## src/design/acp_pkg.sv

```systemverilog
// ----------------------------------------------------------------------------
// ANSI CSI cursor parser package
// Shared widths, codes and the command record passed from front to back.
// ----------------------------------------------------------------------------
package acp_pkg;

  localparam int PARAM_WIDTH = 16;
  localparam int VALUE_WIDTH = PARAM_WIDTH + 1;
  localparam int QUEUE_DEPTH = 2;
  localparam int QPTR_WIDTH  = $clog2(QUEUE_DEPTH);
  localparam int QCNT_WIDTH  = $clog2(QUEUE_DEPTH + 1);

  localparam logic [7:0] CH_ESC   = 8'h1B;
  localparam logic [7:0] CH_LBRKT = 8'h5B;
  localparam logic [7:0] CH_SEMI  = 8'h3B;
  localparam logic [7:0] CH_UP    = 8'h41;
  localparam logic [7:0] CH_DOWN  = 8'h42;
  localparam logic [7:0] CH_RIGHT = 8'h43;
  localparam logic [7:0] CH_LEFT  = 8'h44;
  localparam logic [7:0] CH_HOME  = 8'h48;

  localparam logic [1:0] KIND_PRINT = 2'd0;
  localparam logic [1:0] KIND_REL   = 2'd1;
  localparam logic [1:0] KIND_ABS   = 2'd2;

  typedef enum logic [2:0] {
    OP_PRINT,
    OP_UP,
    OP_DOWN,
    OP_RIGHT,
    OP_LEFT,
    OP_HOME,
    OP_ABS
  } op_t;

  typedef struct packed {
    op_t                    op;
    logic [7:0]             ch;
    logic [PARAM_WIDTH-1:0] p1;
    logic [PARAM_WIDTH-1:0] p2;
  } cmd_t;

endpackage

```

## src/design/acp_front.sv

```systemverilog
// ----------------------------------------------------------------------------
// ANSI CSI cursor parser front end
// Tracks the escape state, builds parameters and issues one command per result.
// ----------------------------------------------------------------------------
module acp_front import acp_pkg::*; (
  input  logic       clk,
  input  logic       rst,
  input  logic       accept,
  input  logic [7:0] byte_in,
  output logic       cmd_valid,
  output cmd_t       cmd
);

  localparam logic [1:0] MODE_IDLE  = 2'd0;
  localparam logic [1:0] MODE_ESC   = 2'd1;
  localparam logic [1:0] MODE_CSI   = 2'd2;
  localparam logic [1:0] MODE_OTHER = 2'd3;
  localparam int         PROD_WIDTH = PARAM_WIDTH + 4;
  localparam logic [PARAM_WIDTH-1:0] PARAM_MAX = {PARAM_WIDTH{1'b1}};

  logic [1:0]             parse_mode, parse_mode_next;
  logic [PARAM_WIDTH-1:0] digit_accum, digit_accum_next;
  logic                   digits_pending, digits_pending_next;
  logic [1:0]             param_count, param_count_next;
  logic [PARAM_WIDTH-1:0] first_param, first_param_next;
  logic [PARAM_WIDTH-1:0] second_param, second_param_next;

  logic                   is_letter, is_digit;
  logic [PROD_WIDTH-1:0]  accum_ext, accum_sum;
  logic [1:0]             end_count;
  logic [PARAM_WIDTH-1:0] end_first, end_second;
  logic [1:0]             fin_count;
  logic [PARAM_WIDTH-1:0] fin_first, fin_second, amount;

  always_comb begin
    is_letter = (byte_in >= 8'h41 && byte_in <= 8'h5A) ||
                (byte_in >= 8'h61 && byte_in <= 8'h7A);
    is_digit  = (byte_in >= 8'h30 && byte_in <= 8'h39);
    accum_ext = {4'b0, digit_accum};
    accum_sum = (accum_ext << 3) + (accum_ext << 1) +
                {{(PROD_WIDTH-4){1'b0}}, byte_in[3:0]};

    end_first  = (param_count == 2'd0) ? digit_accum : first_param;
    end_second = (param_count == 2'd1) ? digit_accum : second_param;
    end_count  = (param_count == 2'd3) ? param_count : param_count + 2'd1;

    fin_first  = digits_pending ? end_first  : first_param;
    fin_second = digits_pending ? end_second : second_param;
    fin_count  = digits_pending ? end_count  : param_count;
    amount     = (fin_count == 2'd0) ? {{(PARAM_WIDTH-1){1'b0}}, 1'b1} : fin_first;
  end

  always_comb begin
    parse_mode_next     = parse_mode;
    digit_accum_next    = digit_accum;
    digits_pending_next = digits_pending;
    param_count_next    = param_count;
    first_param_next    = first_param;
    second_param_next   = second_param;
    cmd_valid           = 1'b0;
    cmd.op              = OP_PRINT;
    cmd.ch              = byte_in;
    cmd.p1              = amount;
    cmd.p2              = fin_second;
    case (parse_mode)
      MODE_IDLE: begin
        if (byte_in == CH_ESC) begin
          parse_mode_next     = MODE_ESC;
          digit_accum_next    = '0;
          digits_pending_next = 1'b0;
          param_count_next    = 2'd0;
          first_param_next    = '0;
          second_param_next   = '0;
        end else begin
          cmd_valid = 1'b1;
        end
      end
      MODE_ESC: begin
        if (byte_in == CH_LBRKT) parse_mode_next = MODE_CSI;
        else if (is_letter)      parse_mode_next = MODE_IDLE;
        else                     parse_mode_next = MODE_OTHER;
      end
      MODE_CSI: begin
        if (is_letter) begin
          parse_mode_next     = MODE_IDLE;
          digit_accum_next    = '0;
          digits_pending_next = 1'b0;
          param_count_next    = 2'd0;
          first_param_next    = '0;
          second_param_next   = '0;
          case (byte_in)
            CH_UP:    begin cmd_valid = 1'b1; cmd.op = OP_UP;    end
            CH_DOWN:  begin cmd_valid = 1'b1; cmd.op = OP_DOWN;  end
            CH_RIGHT: begin cmd_valid = 1'b1; cmd.op = OP_RIGHT; end
            CH_LEFT:  begin cmd_valid = 1'b1; cmd.op = OP_LEFT;  end
            CH_HOME: begin
              cmd_valid = 1'b1;
              cmd.op    = (fin_count >= 2'd2) ? OP_ABS : OP_HOME;
              cmd.p1    = fin_first;
            end
            default: cmd_valid = 1'b0;
          endcase
        end else if (is_digit) begin
          digit_accum_next    = (|accum_sum[PROD_WIDTH-1:PARAM_WIDTH]) ? PARAM_MAX :
                                accum_sum[PARAM_WIDTH-1:0];
          digits_pending_next = 1'b1;
        end else if (byte_in == CH_SEMI) begin
          first_param_next    = end_first;
          second_param_next   = end_second;
          param_count_next    = end_count;
          digit_accum_next    = '0;
          digits_pending_next = 1'b0;
        end
      end
      default: begin
        if (is_letter) parse_mode_next = MODE_IDLE;
      end
    endcase
    if (!accept) cmd_valid = 1'b0;
  end

  always_ff @(posedge clk) begin
    if (rst) begin
      parse_mode     <= MODE_IDLE;
      digit_accum    <= '0;
      digits_pending <= 1'b0;
      param_count    <= 2'd0;
      first_param    <= '0;
      second_param   <= '0;
    end else if (accept) begin
      parse_mode     <= parse_mode_next;
      digit_accum    <= digit_accum_next;
      digits_pending <= digits_pending_next;
      param_count    <= param_count_next;
      first_param    <= first_param_next;
      second_param   <= second_param_next;
    end
  end

endmodule

```

## src/design/acp_queue.sv

```systemverilog
// ----------------------------------------------------------------------------
// ANSI CSI cursor parser command queue
// Short register queue decoupling the front end from the result stage.
// ----------------------------------------------------------------------------
module acp_queue import acp_pkg::*; (
  input  logic clk,
  input  logic rst,
  input  logic push,
  input  cmd_t din,
  output logic full,
  input  logic pop,
  output cmd_t dout,
  output logic empty
);

  cmd_t                  mem [QUEUE_DEPTH];
  logic [QPTR_WIDTH-1:0] wr_ptr, rd_ptr;
  logic [QCNT_WIDTH-1:0] count;
  logic                  do_push, do_pop;

  assign full    = (count == QCNT_WIDTH'(QUEUE_DEPTH));
  assign empty   = (count == '0);
  assign do_push = push && !full;
  assign do_pop  = pop && !empty;
  assign dout    = mem[rd_ptr];

  always_ff @(posedge clk) begin
    if (do_push) mem[wr_ptr] <= din;
  end

  always_ff @(posedge clk) begin
    if (rst) begin
      wr_ptr <= '0;
      rd_ptr <= '0;
      count  <= '0;
    end else begin
      if (do_push) wr_ptr <= (wr_ptr == QPTR_WIDTH'(QUEUE_DEPTH - 1)) ? '0 : wr_ptr + 1'b1;
      if (do_pop)  rd_ptr <= (rd_ptr == QPTR_WIDTH'(QUEUE_DEPTH - 1)) ? '0 : rd_ptr + 1'b1;
      if (do_push && !do_pop)      count <= count + 1'b1;
      else if (do_pop && !do_push) count <= count - 1'b1;
    end
  end

endmodule

```

## src/design/acp_back.sv

```systemverilog
// ----------------------------------------------------------------------------
// ANSI CSI cursor parser back end
// Turns queued commands into signed cursor values in the output register.
// ----------------------------------------------------------------------------
module acp_back import acp_pkg::*; (
  input  logic                   clk,
  input  logic                   rst,
  input  cmd_t                   cmd,
  input  logic                   cmd_empty,
  output logic                   cmd_pop,
  input  logic                   pop,
  output logic                   empty,
  output logic [1:0]             result_kind,
  output logic [7:0]             print_char,
  output logic signed [VALUE_WIDTH-1:0] row_value,
  output logic signed [VALUE_WIDTH-1:0] col_value
);

  logic                          out_valid;
  logic                          load;
  logic [1:0]                    kind_next;
  logic [7:0]                    char_next;
  logic signed [VALUE_WIDTH-1:0] row_next, col_next, amt, amt_neg, p1_m1, p2_m1;

  assign empty   = !out_valid;
  assign load    = !cmd_empty && (!out_valid || pop);
  assign cmd_pop = load;

  always_comb begin
    amt     = {1'b0, cmd.p1};
    amt_neg = -amt;
    p1_m1   = {1'b0, cmd.p1} - VALUE_WIDTH'(1);
    p2_m1   = {1'b0, cmd.p2} - VALUE_WIDTH'(1);
    kind_next = KIND_REL;
    char_next = 8'd0;
    row_next  = '0;
    col_next  = '0;
    case (cmd.op)
      OP_PRINT: begin kind_next = KIND_PRINT; char_next = cmd.ch; end
      OP_UP:    row_next = amt_neg;
      OP_DOWN:  row_next = amt;
      OP_RIGHT: col_next = amt;
      OP_LEFT:  col_next = amt_neg;
      OP_HOME:  kind_next = KIND_ABS;
      OP_ABS: begin
        kind_next = KIND_ABS;
        row_next  = p1_m1;
        col_next  = p2_m1;
      end
      default: kind_next = KIND_REL;
    endcase
  end

  always_ff @(posedge clk) begin
    if (rst) begin
      out_valid <= 1'b0;
    end else if (load) begin
      out_valid <= 1'b1;
    end else if (pop) begin
      out_valid <= 1'b0;
    end
  end

  always_ff @(posedge clk) begin
    if (load) begin
      result_kind <= kind_next;
      print_char  <= char_next;
      row_value   <= row_next;
      col_value   <= col_next;
    end
  end

endmodule

```

## src/design/ansi_csi_cursor_parser.sv

```systemverilog
// ----------------------------------------------------------------------------
// ANSI CSI cursor parser
// Byte stream in, print characters and cursor move commands out.
//
//   channel   handshake      payload
//   request   push / full    byte_in[7:0]
//   result    pop / empty    result_kind[1:0], print_char[7:0],
//                            row_value[16:0], col_value[16:0]
//
// One byte is taken per cycle while full is low; a result passes from the front
// end through a two-entry command queue into the output register.
// Reset clears the parse state, the queue and the output register's valid flag.
// A stalled consumer fills the queue; full then rises and holds the input.
// ----------------------------------------------------------------------------
module ansi_csi_cursor_parser import acp_pkg::*; (
  input  logic                          clk,
  input  logic                          rst,
  input  logic                          push,
  output logic                          full,
  input  logic [7:0]                    byte_in,
  input  logic                          pop,
  output logic                          empty,
  output logic [1:0]                    result_kind,
  output logic [7:0]                    print_char,
  output logic signed [VALUE_WIDTH-1:0] row_value,
  output logic signed [VALUE_WIDTH-1:0] col_value
);

  logic accept;
  logic cmd_valid;
  cmd_t cmd_in, cmd_out;
  logic q_empty, q_pop;

  assign accept = push && !full;

  acp_front u_front (
    .clk       (clk),
    .rst       (rst),
    .accept    (accept),
    .byte_in   (byte_in),
    .cmd_valid (cmd_valid),
    .cmd       (cmd_in)
  );

  acp_queue u_queue (
    .clk   (clk),
    .rst   (rst),
    .push  (cmd_valid),
    .din   (cmd_in),
    .full  (full),
    .pop   (q_pop),
    .dout  (cmd_out),
    .empty (q_empty)
  );

  acp_back u_back (
    .clk         (clk),
    .rst         (rst),
    .cmd         (cmd_out),
    .cmd_empty   (q_empty),
    .cmd_pop     (q_pop),
    .pop         (pop),
    .empty       (empty),
    .result_kind (result_kind),
    .print_char  (print_char),
    .row_value   (row_value),
    .col_value   (col_value)
  );

endmodule

```

## config.mk

```make
export PLATFORM = sky130hd
export DESIGN_NAME = ansi_csi_cursor_parser
export DESIGN_NICKNAME = d
export VERILOG_FILES = /design/src/design/acp_pkg.sv /design/src/design/acp_front.sv /design/src/design/acp_queue.sv /design/src/design/acp_back.sv /design/src/design/ansi_csi_cursor_parser.sv
export SDC_FILE = /design/constraint.sdc
export NUM_CORES = 1
export LEC_CHECK = 0
export BUFFER_PORTS_ARGS = -buffer_cell sky130_fd_sc_hd__buf_2
export CORE_UTILIZATION = 50
export DETAILED_ROUTE_END_ITERATION = 6
export PLACE_DENSITY = 0.78
export RECOVER_POWER = 100
export SLEW_MARGIN = 20
export SYNTH_ARGS = -nofsm -noshare
export SYNTH_HDL_FRONTEND = slang
export SYNTH_SLANG_ARGS = --single-unit
```

## constraint.sdc

```tcl
create_clock -name clk -period 3.53 [get_ports clk]
set_input_delay 0.1765 -clock clk [delete_from_list [all_inputs] [get_ports clk]]
set_output_delay 0.1765 -clock clk [all_outputs]
set_load 0.01 [all_outputs]
```

==> flow_metrics.py, run 1 <==
metrics = {
    "worst_setup_path": {
        "path_class": "reg -> reg",
        "start_kind": "flip-flop",
        "cp.arrival_ns": 3.59,
        "worstSetupEndpointType": "flip-flop",
        "required_ns": 3.72,
        "critical_path_peak_fanout": 28,
        "ff2ff_setup_slack_ns": 0.13,
    },
    "die": {
        "die_y_um": 143.1,
        "fp-row-count": 51,
        "dieArea_um2": 20460,
        "coreArea_um2": 19460,
        "io_pins": 58,
        "start_util_pct": 51.12,
        "die_width_um": 143.1,
    },
    "clock_network": {
        "cts_buffers": 17,
        "clockBufferDepth": 2,
        "tritoncts": "done",
        "cts_num_sinks": 189,
        "clk_pin_slew_ns": 0.07,
        "insertion_delay_ns": 0.44,
        "cts_root_buf": "clkbuf_16",
        "htree_num_levels": 4,
    },
    "sta": {
        "max_freq_ghz": 0.2940,
        "fin_crit_sh_pct": 96.35,
        "setup_viol": 0,
        "finalMaxSlewViolations": 46,
        "hold_viol_final": 0,
        "fin_worst_skew_ns": 0.01542,
        "setup_slack_ns": 0.1290,
        "period_needed_ns": 3.401,
        "tns_ns": 0,
        "rsz0062_at_grt": "no",
        "relSlewSlack_pct": -51.99,
        "tightest_slew_ns": 2.280,
    },
    "yosys": {
        "synth_area_leader_cell": "edfxtp_1",
        "ys_types": 70,
        "avgSynthCellArea_um2": 10.62,
        "syn-num-nets": 985,
        "yosys_most_used_dff": "edfxtp_1",
        "yosysMostFrequentCell": "edfxtp_1",
        "synth_warnings": 0,
        "synthCells": 937,
        "synth_enable_flop_cells": 130,
        "async_reset_ff_share_pct": 0,
        "netlist_top_cells_area": "edfxtp_1 (39%), dfxtp_1 (12%), ha_1 (4.3%)",
        "yosysTopAreaCellShare_pct": 39.24,
        "yosys-top-cells-count": "edfxtp_1 (130), nor2_1 (98), nand2_1 (88), a21oi_1 (72), dfxtp_1 (59)",
        "synth-seq-area-share_pct": 51.11,
        "syn_area_um2": 9948,
        "synth-seq-cells": 189,
    },
    "power": {
        "p_clk_share_pct": 25.7,
        "power_mw": 7.108,
        "ir_worst_vdd_mv": 0.3394,
        "power.internal_mw": 4.735,
        "power.density_nw_per_um2": 646.8,
        "p_switching_mw": 2.373,
        "seqPwrFrac_pct": 44.4,
        "switching_share_pct": 33.38,
        "leakage_nw": 3.814,
        "pwr-share-comb_pct": 30.0,
    },
    "detailed_routing": {
        "vias": 7460,
        "ant_nets": 0,
        "viasPerCell": 5.888,
        "drt-total-wl_um": 20920,
        "drc": 0,
        "wl_per_cell_um": 16.51,
        "firstDrtPassIters": 5,
        "first_iter_violations": 643,
    },
    "cells_and_area": {
        "stdcell_count": 1267,
        "drive_above_1_share_pct": 7.585,
        "finalCoreUtilization_pct": 56.46,
        "area_growth_syn_to_layout_pct": 10.46,
        "n_antenna_cell": 0,
        "fin_nets": 1037,
    },
    "global_route": {
        "grt_max_degree": 60,
        "grt_usage_pct": 21.38,
        "grt_pass1_vias": 6747,
        "antenna_found_initial": 0,
        "grt-ovfl-total": 0,
        "grt_pass1_wl_um": 34080,
    },
    "placed_design": {
        "hpwl_um": 14380,
        "place_ws_ns": 0.1591,
        "place_inst": 1233,
        "routabilityCongestion": 0.9165,
        "port_buffers": 57,
    },
    "status": {
        "outcome": "finished, violations left",
        "violations": "capacitance limit, slew limit",
    },
    "run": {
        "cap_violations": 1,
    },
    "hold_path": {
        "holdCritPathClass": "in -> reg",
    },
}
-- cell families (layout without fill, tap and decap cells) --
| kind of cell | count (synthesis) | after routing | synth area share [%] |
|---|---|---|---|
| buffers and inverters | 56 | 121 | 2.578 |
| AND/OR/NAND/NOR | 298 | 298 | 14.29 |
| AO/OA/AOI/OAI | 243 | 243 | 15.83 |
| adder cells (fa/ha/maj) | 36 | 36 | 4.679 |
| flip-flops | 189 | 189 | 51.11 |
| multiplexers | 69 | 69 | 7.458 |
| XOR/XNOR | 46 | 46 | 4.050 |
-- per-stage QoR --
| stage | area (µm²) | hold slack [ns] |
|---|---|---|
| finish | 10990 | 0.03448 |
| global placement | 10510 | 0.4228 |
| global route | 10990 | 0.05193 |
| detailed placement | 10510 | 0.4298 |
| CTS | 11080 | 0.006279 |
| floorplan | 9948 | 0.2754 |
-- sequential cells by signal (all words and copies together) (netlist names), 2 cells and up, named ones only --
name	count
u_back.row_value	17
u_queue.count	2
u_front.digit_accum	16
u_front.second_param	16
u_front.first_param	16
u_back.col_value	17
u_back.result_kind	2
u_front.param_count	2
u_front.parse_mode	2
u_back.print_char	8
u_queue.mem	86
-- repair_timing --
action | CTS | global route
gates resized for setup | 0 | 1
hold buffers | 1 | 0
endpoints found under the setup margin | 0 | 16
buffers inserted | 0 | 1
hold endpoints to repair | 2 | 0
-- power by group through the flow --
| stage | clock network (mW) | registers (mW) | logic [mW] |
|---|---|---|---|
| after floorplan | 0 | 3.26 | 1.46 |
| after global placement | 0 | 3.16 | 2.15 |
| after detailed placement | 0 | 3.17 | 2.18 |
| after CTS | 1.84 | 3.13 | 2.19 |
| after global routing | 1.93 | 3.21 | 2.34 |
| final | 1.83 | 3.15 | 2.13 |
-- cell type report --
class                      instances  area, µm²
timing repair buffer              77      352.8
multi-input combinational        692       4609
clock buffer                      19      454.2
sequential                       189       5086
clock inverter                    13      110.1
tap                              265      331.6
fill                            1652       8473
inverter                          12      45.04
-- worst paths after layout --
kind                                                        endpoint                            startpoint  cells after the start
worst max-delay path                   u_back.row_value[2]$_DFFE_PP_                             flip-flop                      7
worst min-delay path                   u_back.out_valid$_SDFFE_PP0P_                                   pop                      3
worst max register to register         u_back.row_value[2]$_DFFE_PP_                             flip-flop                      7
worst min register to register  u_front.second_param[4]$_SDFFE_PP0P_  u_front.second_param[4]$_SDFFE_PP0P_                      2
-- worst max-delay path: stages (launching register included) --
cell and delay, ns:
dfxtp_2 0.74, clkbuf_1 0.62, mux2_2 0.60, nand2_1 0.55, nor2_1 0.15, a211oi_1 0.24, a21oi_1 0.07, a21o_1 0.16
-- placed cells by master, fill, tap and decap left out, types with 12 or more instances in the layout --
cell	n
edfxtp_1	130
nor2_1	98
nand2_1	88
a21oi_1	72
clkbuf_1	60
dfxtp_1	58
a22oi_1	42
mux2i_1	40
o21ai_0	38
nor3_1	34
ha_1	34
xor2_1	23
xnor2_1	23
clkbuf_16	18
o22ai_1	16
mux2_1	15
a221oi_1	15
nand3_1	14
buf_4	12
-- routing by layer --
metal | share of wire, % | GRT usage, % | wire length (µm)
met1 | 45 | 28.42 | 9456
met3 | 5.8 | 3.856 | 1204
met2 | 47 | 34.51 | 9826
met4 | 2.1 | 8.546 | 430
met5 | 0 | 0 | 0
(Power assumes the default switching activity.)
==> inputs of run 2 (changes only) <==
--- a/config.mk
+++ b/config.mk
@@ -5,6 +5,7 @@
 export SDC_FILE = /design/constraint.sdc
 export NUM_CORES = 1
 export LEC_CHECK = 0
+export ABC_AREA = 1
 export BUFFER_PORTS_ARGS = -buffer_cell sky130_fd_sc_hd__buf_2
 export CORE_UTILIZATION = 50
 export DETAILED_ROUTE_END_ITERATION = 6
==> run 2 against run 1 <==
  * The flow now finishes without violations
  * Global-route usage grew 0.41 points
  * Via count grew 14%
  * Sequential share of layout area shrank 2.1 points
  * Non-clock buffer count decreased by 5
  * Die area increased by 5.0%
  * Final area grew 4.8%
  * Sequential cell count unchanged
  * Critical path depth grew 1
  * Sequential power up 2%
  * Critical path type unchanged
==> flow_metrics.py, run 2 <==
metrics = {
    "status": {
        "outcome": "completed",
    },
    "clock_network": {
        "insertion_delay_ns": 0.43,
        "cts_setup_buffers": 0,
        "clk_pin_slew_ns": 0.07,
        "cts_root_buf": "clkbuf_16",
        "clockBufferDepth": 2,
        "cts_buffers": 17,
        "htree_num_levels": 4,
        "tritoncts": "done",
        "cts_num_sinks": 189,
    },
    "yosys": {
        "synth_warnings": 0,
        "syn_area_um2": 10460,
        "ys_types": 45,
        "synthCells": 1246,
        "synth-seq-cells": 189,
        "yosys_most_used_dff": "edfxtp_1",
        "synth_enable_flop_cells": 130,
        "yosys-top-cells-count": "nand2_1 (287), nor2_1 (136), edfxtp_1 (130), inv_1 (128), o21ai_0 (82)",
        "yosysTopAreaCellShare_pct": 37.33,
        "synth_area_leader_cell": "edfxtp_1",
        "async_reset_ff_share_pct": 0,
        "synth-seq-area-share_pct": 48.63,
        "syn-num-nets": 1294,
        "yosysMostFrequentCell": "nand2_1",
        "avgSynthCellArea_um2": 8.392,
        "netlist_top_cells_area": "edfxtp_1 (37%), dfxtp_1 (11%), nand2_1 (10%)",
    },
    "worst_setup_path": {
        "worst_path_max_delay_cell": "dfxtp_2",
        "worstSetupEndpointType": "flip-flop",
        "ff2ff_setup_slack_ns": 0.45,
        "cp.arrival_ns": 3.23,
        "required_ns": 3.68,
        "path_class": "reg -> reg",
        "worst-r2r-cell-count": 8,
        "slowest_delay_ns": 0.57,
        "start_kind": "flip-flop",
        "path_cells": "inv_2 > or2_0 > o21ai_0 > nor2_4 > nand2_1 > inv_2 > a21oi_1 > o21ai_0",
        "critical_path_peak_fanout": 38,
    },
    "sta": {
        "hold_viol_final": 0,
        "period_needed_ns": 3.083,
        "fin_worst_skew_ns": 0.007477,
        "finalHoldWorstSlack_ns": 0.06331,
        "tightest_slew_ns": 1.208,
        "rsz0062_at_grt": "no",
        "tns_ns": 0,
        "fin_crit_sh_pct": 87.33,
        "relSlewSlack_pct": 19.49,
        "setup_viol": 0,
        "finalMaxSlewViolations": 0,
        "max_freq_ghz": 0.3244,
    },
    "global_route": {
        "grt_usage_pct": 21.79,
        "grt_pass1_vias": 7667,
        "grt_max_degree": 68,
        "grt-ovfl-total": 0,
        "grt_pass1_wl_um": 37370,
        "antenna_found_initial": 0,
    },
    "power": {
        "switching_share_pct": 34.87,
        "pwr-share-comb_pct": 31.4,
        "power_mw": 7.753,
        "seqPwrFrac_pct": 41.6,
        "leakage_nw": 4.734,
        "ir_worst_vdd_mv": 0.3635,
        "power.internal_mw": 5.049,
        "power.density_nw_per_um2": 673.0,
        "p_clk_share_pct": 27.0,
        "p_switching_mw": 2.704,
    },
    "detailed_routing": {
        "firstDrtPassIters": 5,
        "wl_per_cell_um": 14.74,
        "vias": 8521,
        "drc": 0,
        "ant_nets": 0,
        "drt-total-wl_um": 23190,
        "first_iter_violations": 763,
        "viasPerCell": 5.417,
    },
    "die": {
        "die_y_um": 146.6,
        "dieArea_um2": 21490,
        "die_width_um": 146.6,
        "fp-row-count": 52,
        "io_pins": 58,
        "start_util_pct": 51.35,
        "coreArea_um2": 20360,
    },
    "cells_and_area": {
        "area_growth_syn_to_layout_pct": 10.17,
        "largest-register": "u_queue.mem",
        "fin_nets": 1338,
        "layout_commonest_cell": "nand2_1",
        "drive_above_1_share_pct": 7.291,
        "largest_register_ffs": 86,
        "postLayoutCellArea_um2": 11520,
        "n_antenna_cell": 0,
        "reg_top3": "u_queue.mem x86, u_back.col_value x17, u_back.row_value x17",
        "final_cell_mix": "nand2_1 (288), nor2_1 (135), edfxtp_1 (130)",
    },
    "placed_design": {
        "hpwl_um": 16380,
        "postPlaceCellArea_um2": 10960,
        "routabilityCongestion": 0.9540,
        "port_buffers": 57,
    },
    "hold_path": {
        "holdCritPathClass": "in -> reg",
        "worstHoldPathCells": 4,
    },
    "run": {
        "cap_violations": 0,
    },
}
==> run 2: cell count changes after synthesis, moves of 12 or more <==
cell,previous run,this run
a221oi_1,15,0
nor2_1,98,136
nand3_1,14,77
o22ai_1,16,0
o21ai_0,37,82
inv_1,12,128
mux2i_1,40,16
xnor2_1,23,5
a22oi_1,42,0
nor3_1,33,10
mux2_2,24,0
o221ai_1,0,12
nand2_1,88,287
==> run 2: final timing paths <==
kind	start	end
worst max-delay path	flip-flop	u_back.col_value[0]$_DFFE_PP_
worst min-delay path	pop	u_back.out_valid$_SDFFE_PP0P_
worst max register to register	flip-flop	u_back.col_value[0]$_DFFE_PP_
worst min register to register	u_queue.rd_ptr$_SDFFE_PP0P_	flip-flop
==> run 2: cell type report <==
class                      instances  area, µm²
tap                              270      337.8
clock inverter                    11      187.7
sequential                       189       5086
fill                            1810       8845
inverter                         142      533.0
multi-input combinational        868       4574
timing repair buffer              72      340.3
clock buffer                      21      460.4
==> run 2: critical path, delay by kind of cell, from the launching register on <==
kind | cells | cell delay (ns)
buffers and inverters | 2 | 0.69
AND/OR/NAND/NOR | 3 | 0.91
AO/OA/AOI/OAI | 3 | 0.61
flip-flops | 1 | 0.57
==> run 2: metrics by stage <==
| step | util (%) | instances | setup slack, ns |
|---|---|---|---|
| after floorplan | - | 1246 | 0.1647 |
| after global placement | 53.83 | 1539 | 0.8158 |
| after detailed placement | 53.83 | 1539 | 0.7587 |
| after CTS | 57.11 | 1573 | 0.7441 |
| after global routing | 56.57 | 1573 | 0.2681 |
| final | 56.57 | 1573 | 0.4473 |
==> run 2: power groups by stage <==
stage | registers, mW | clock network [mW] | logic (mW)
2_1_floorplan | 3.39 | 0 | 1.72
3_3_place_gp | 3.24 | 0 | 2.45
3_5_place_dp | 3.26 | 0 | 2.51
4_1_cts | 3.21 | 2.11 | 2.53
5_1_grt | 3.27 | 2.21 | 2.69
6_report | 3.22 | 2.10 | 2.43
==> run 2: per-layer routing <==
layer  up-vias  part of all wire (%)  wire (µm)  global-route usage, %
met5         -                     0          0                      0
met4         0                   1.6        365                  6.771
li1       4266                     -          -                      -
met3        32                   5.2       1208                  3.469
met2       277                    49      11400                  37.06
met1      3946                    44      10220                  28.42
==> run 2: cells by family after synthesis <==
| group | count (synthesis) | synth area share (%) |
|---|---|---|
| simple gates | 566 | 23.18 |
| compound gates | 225 | 12.50 |
| buf+inv | 189 | 7.563 |
| flops | 189 | 48.63 |
| fa+ha+maj | 36 | 4.451 |
| xor+xnor | 24 | 2.010 |
| mux | 17 | 1.663 |
==> run 2: timing repair <==
action / CTS / global route
hold endpoints to repair: 4 / 0
gates resized for setup: 0 / 0
hold buffers: 2 / 0
==> inputs of run 3 (changes only) <==
--- a/config.mk
+++ b/config.mk
@@ -9,7 +9,7 @@
 export BUFFER_PORTS_ARGS = -buffer_cell sky130_fd_sc_hd__buf_2
 export CORE_UTILIZATION = 50
 export DETAILED_ROUTE_END_ITERATION = 6
-export PLACE_DENSITY = 0.78
+export PLACE_DENSITY = 0.76
 export RECOVER_POWER = 100
 export SLEW_MARGIN = 20
 export SYNTH_ARGS = -nofsm -noshare
==> run 3 against run 2 <==
  * Setup slack gained 0.11 ns
  * Hold slack worse by 0.025 ns
  * Critical path depth increased by 3
  * Via count decreased by 1.4%
  * Critical path type unchanged
  * Largest power group unchanged
  * Highest routed layer unchanged
==> flow_metrics.py, run 3 (synthesis gave the netlist of run 2 again) <==
metrics = {
    "clock_network": {
        "post_cts_resized": 0,
        "tritoncts": "done",
        "clk_pin_slew_ns": 0.07,
        "cts_root_buf": "clkbuf_16",
        "cts_buffers": 17,
        "clockBufferDepth": 2,
        "htree_num_levels": 4,
        "cts_num_sinks": 189,
        "insertion_delay_ns": 0.43,
    },
    "die": {
        "die_width_um": 146.6,
        "io_pins": 58,
        "die_y_um": 146.6,
        "start_util_pct": 51.35,
        "fp-row-count": 52,
        "dieArea_um2": 21490,
        "coreArea_um2": 20360,
    },
    "worst_setup_path": {
        "path_class": "reg -> reg",
        "start_kind": "flip-flop",
        "cpMostUsedCell": "nand2_1",
        "critPathTopFamily": "buffers and inverters",
        "path_buf_inv": 3,
        "critical_path_peak_fanout": 28,
        "ff2ff_setup_slack_ns": 0.55,
        "worst_path_max_delay_cell": "dfxtp_1",
        "cp.arrival_ns": 3.15,
        "path_cells": "inv_1 > buf_4 > nand2_1 > o21ai_2 > nor2_1 > nand4_1 > or2_1 > xor2_1 > clkinv_1 > nand2_1 > nand3_1",
        "worstSetupEndpointType": "flip-flop",
        "required_ns": 3.71,
        "slowest_delay_ns": 0.58,
    },
    "cells_and_area": {
        "postLayoutCellArea_um2": 11490,
        "layout_commonest_cell": "nand2_1",
        "final_cell_mix": "nand2_1 (287), nor2_1 (135), edfxtp_1 (130)",
        "reg_top3": "u_queue.mem x86, u_back.col_value x17, u_back.row_value x17",
        "drive_above_1_share_pct": 7.345,
        "n_antenna_cell": 0,
        "fin_nets": 1342,
        "fillCellCount": 1799,
        "area_growth_syn_to_layout_pct": 9.872,
        "largest_register_ffs": 86,
        "largest-register": "u_queue.mem",
    },
    "power": {
        "leakage_nw": 4.709,
        "power.density_nw_per_um2": 655.0,
        "ir_worst_vdd_mv": 0.3807,
    },
    "sta": {
        "fin_crit_sh_pct": 84.31,
        "setup_viol": 0,
        "period_needed_ns": 2.976,
        "tightest_slew_ns": 1.175,
        "rsz0062_at_grt": "no",
        "hold_viol_final": 0,
        "tns_ns": 0,
        "max_freq_ghz": 0.3360,
        "fin_worst_skew_ns": 0.009934,
        "relSlewSlack_pct": 21.67,
        "finalMaxSlewViolations": 0,
    },
    "run": {
        "cap_violations": 0,
    },
    "detailed_routing": {
        "drc": 0,
        "wl_per_cell_um": 14.39,
        "ant_nets": 0,
        "vias": 8400,
        "drt-total-wl_um": 22690,
        "first_iter_violations": 820,
        "firstDrtPassIters": 5,
        "viasPerCell": 5.327,
    },
    "global_route": {
        "grt_usage_pct": 22.02,
        "antenna_found_initial": 0,
        "grt_max_degree": 68,
        "grt-ovfl-total": 0,
        "grt_pass1_vias": 7795,
        "grt_pass1_wl_um": 37920,
    },
    "placed_design": {
        "port_buffers": 57,
        "postPlaceCellArea_um2": 10960,
        "hpwl_um": 16170,
        "routabilityCongestion": 0.9158,
    },
    "hold_path": {
        "holdCritPathClass": "in -> reg",
    },
    "status": {
        "outcome": "completed",
    },
}
-- run 3: layout make-up --
class                      count  area (µm²)  share of cell area [%]
sequential                   189        5085                   44.26
clock buffer                  17       425.4                   3.703
inverter                     142       533.0                   4.640
timing repair buffer          76       361.6                   3.147
clock inverter                15       163.9                   1.427
tap                          270       337.8                   2.941
multi-input combinational    868        4582                   39.88
-- run 3: worst register-to-register path: stages (launching register included) --
cell and delay (ns):
dfxtp_1 0.58, inv_1 0.49, buf_4 0.35, nand2_1 0.08, o21ai_2 0.10, nor2_1 0.15
nand4_1 0.20, or2_1 0.33, xor2_1 0.23, clkinv_1 0.09, nand2_1 0.06, nand3_1 0.08
-- run 3: repair_timing --
item / 4_1_cts / 5_1_grt
setup buffers: 0 / 0
hold buffers: 4 / 0
endpoints found under the hold margin: 8 / 0
-- run 3: metal layers --
| metal | part of all wire, % | GRT usage (%) |
|---|---|---|
| met4 | 2.7 | 9.323 |
| met3 | 5.2 | 3.906 |
| met1 | 45 | 28.74 |
| met2 | 47 | 35.97 |
| met5 | 0 | 0 |
-- run 3: worst paths after layout --
path	cells after the start	from	end
worst max-delay path	11	flip-flop	u_back.row_value[11]$_DFFE_PP_
worst min-delay path	4	pop	u_back.out_valid$_SDFFE_PP0P_
worst max register to register	11	flip-flop	u_back.row_value[11]$_DFFE_PP_
worst min register to register	2	u_front.first_param[2]$_SDFFE_PP0P_	u_front.first_param[2]$_SDFFE_PP0P_
-- run 3: power by group --
| part | internal [mW] | leakage, nW | switching [mW] |
|---|---|---|---|
| sequential | 3.05 | 1.72 | 0.155 |
| clock | 1.05 | 0.280 | 0.845 |
| combinational | 0.703 | 2.71 | 1.71 |
| total | 4.81 | 4.71 | 2.71 |
-- run 3: metrics by stage --
stage               instances  power (mW)  hold slack [ns]  setup WS [ns]  util (%)
finish                   1577       7.524          0.03870         0.5538     56.41
global route             1577       7.993          0.03627         0.2851     56.41
CTS                      1577       7.654          0.01370         0.7871     56.93
detailed placement       1541       5.755           0.4213         0.7801     53.84
global placement         1541       5.692           0.4211         0.8425     53.84
floorplan                1246       5.103           0.2456         0.1647         -
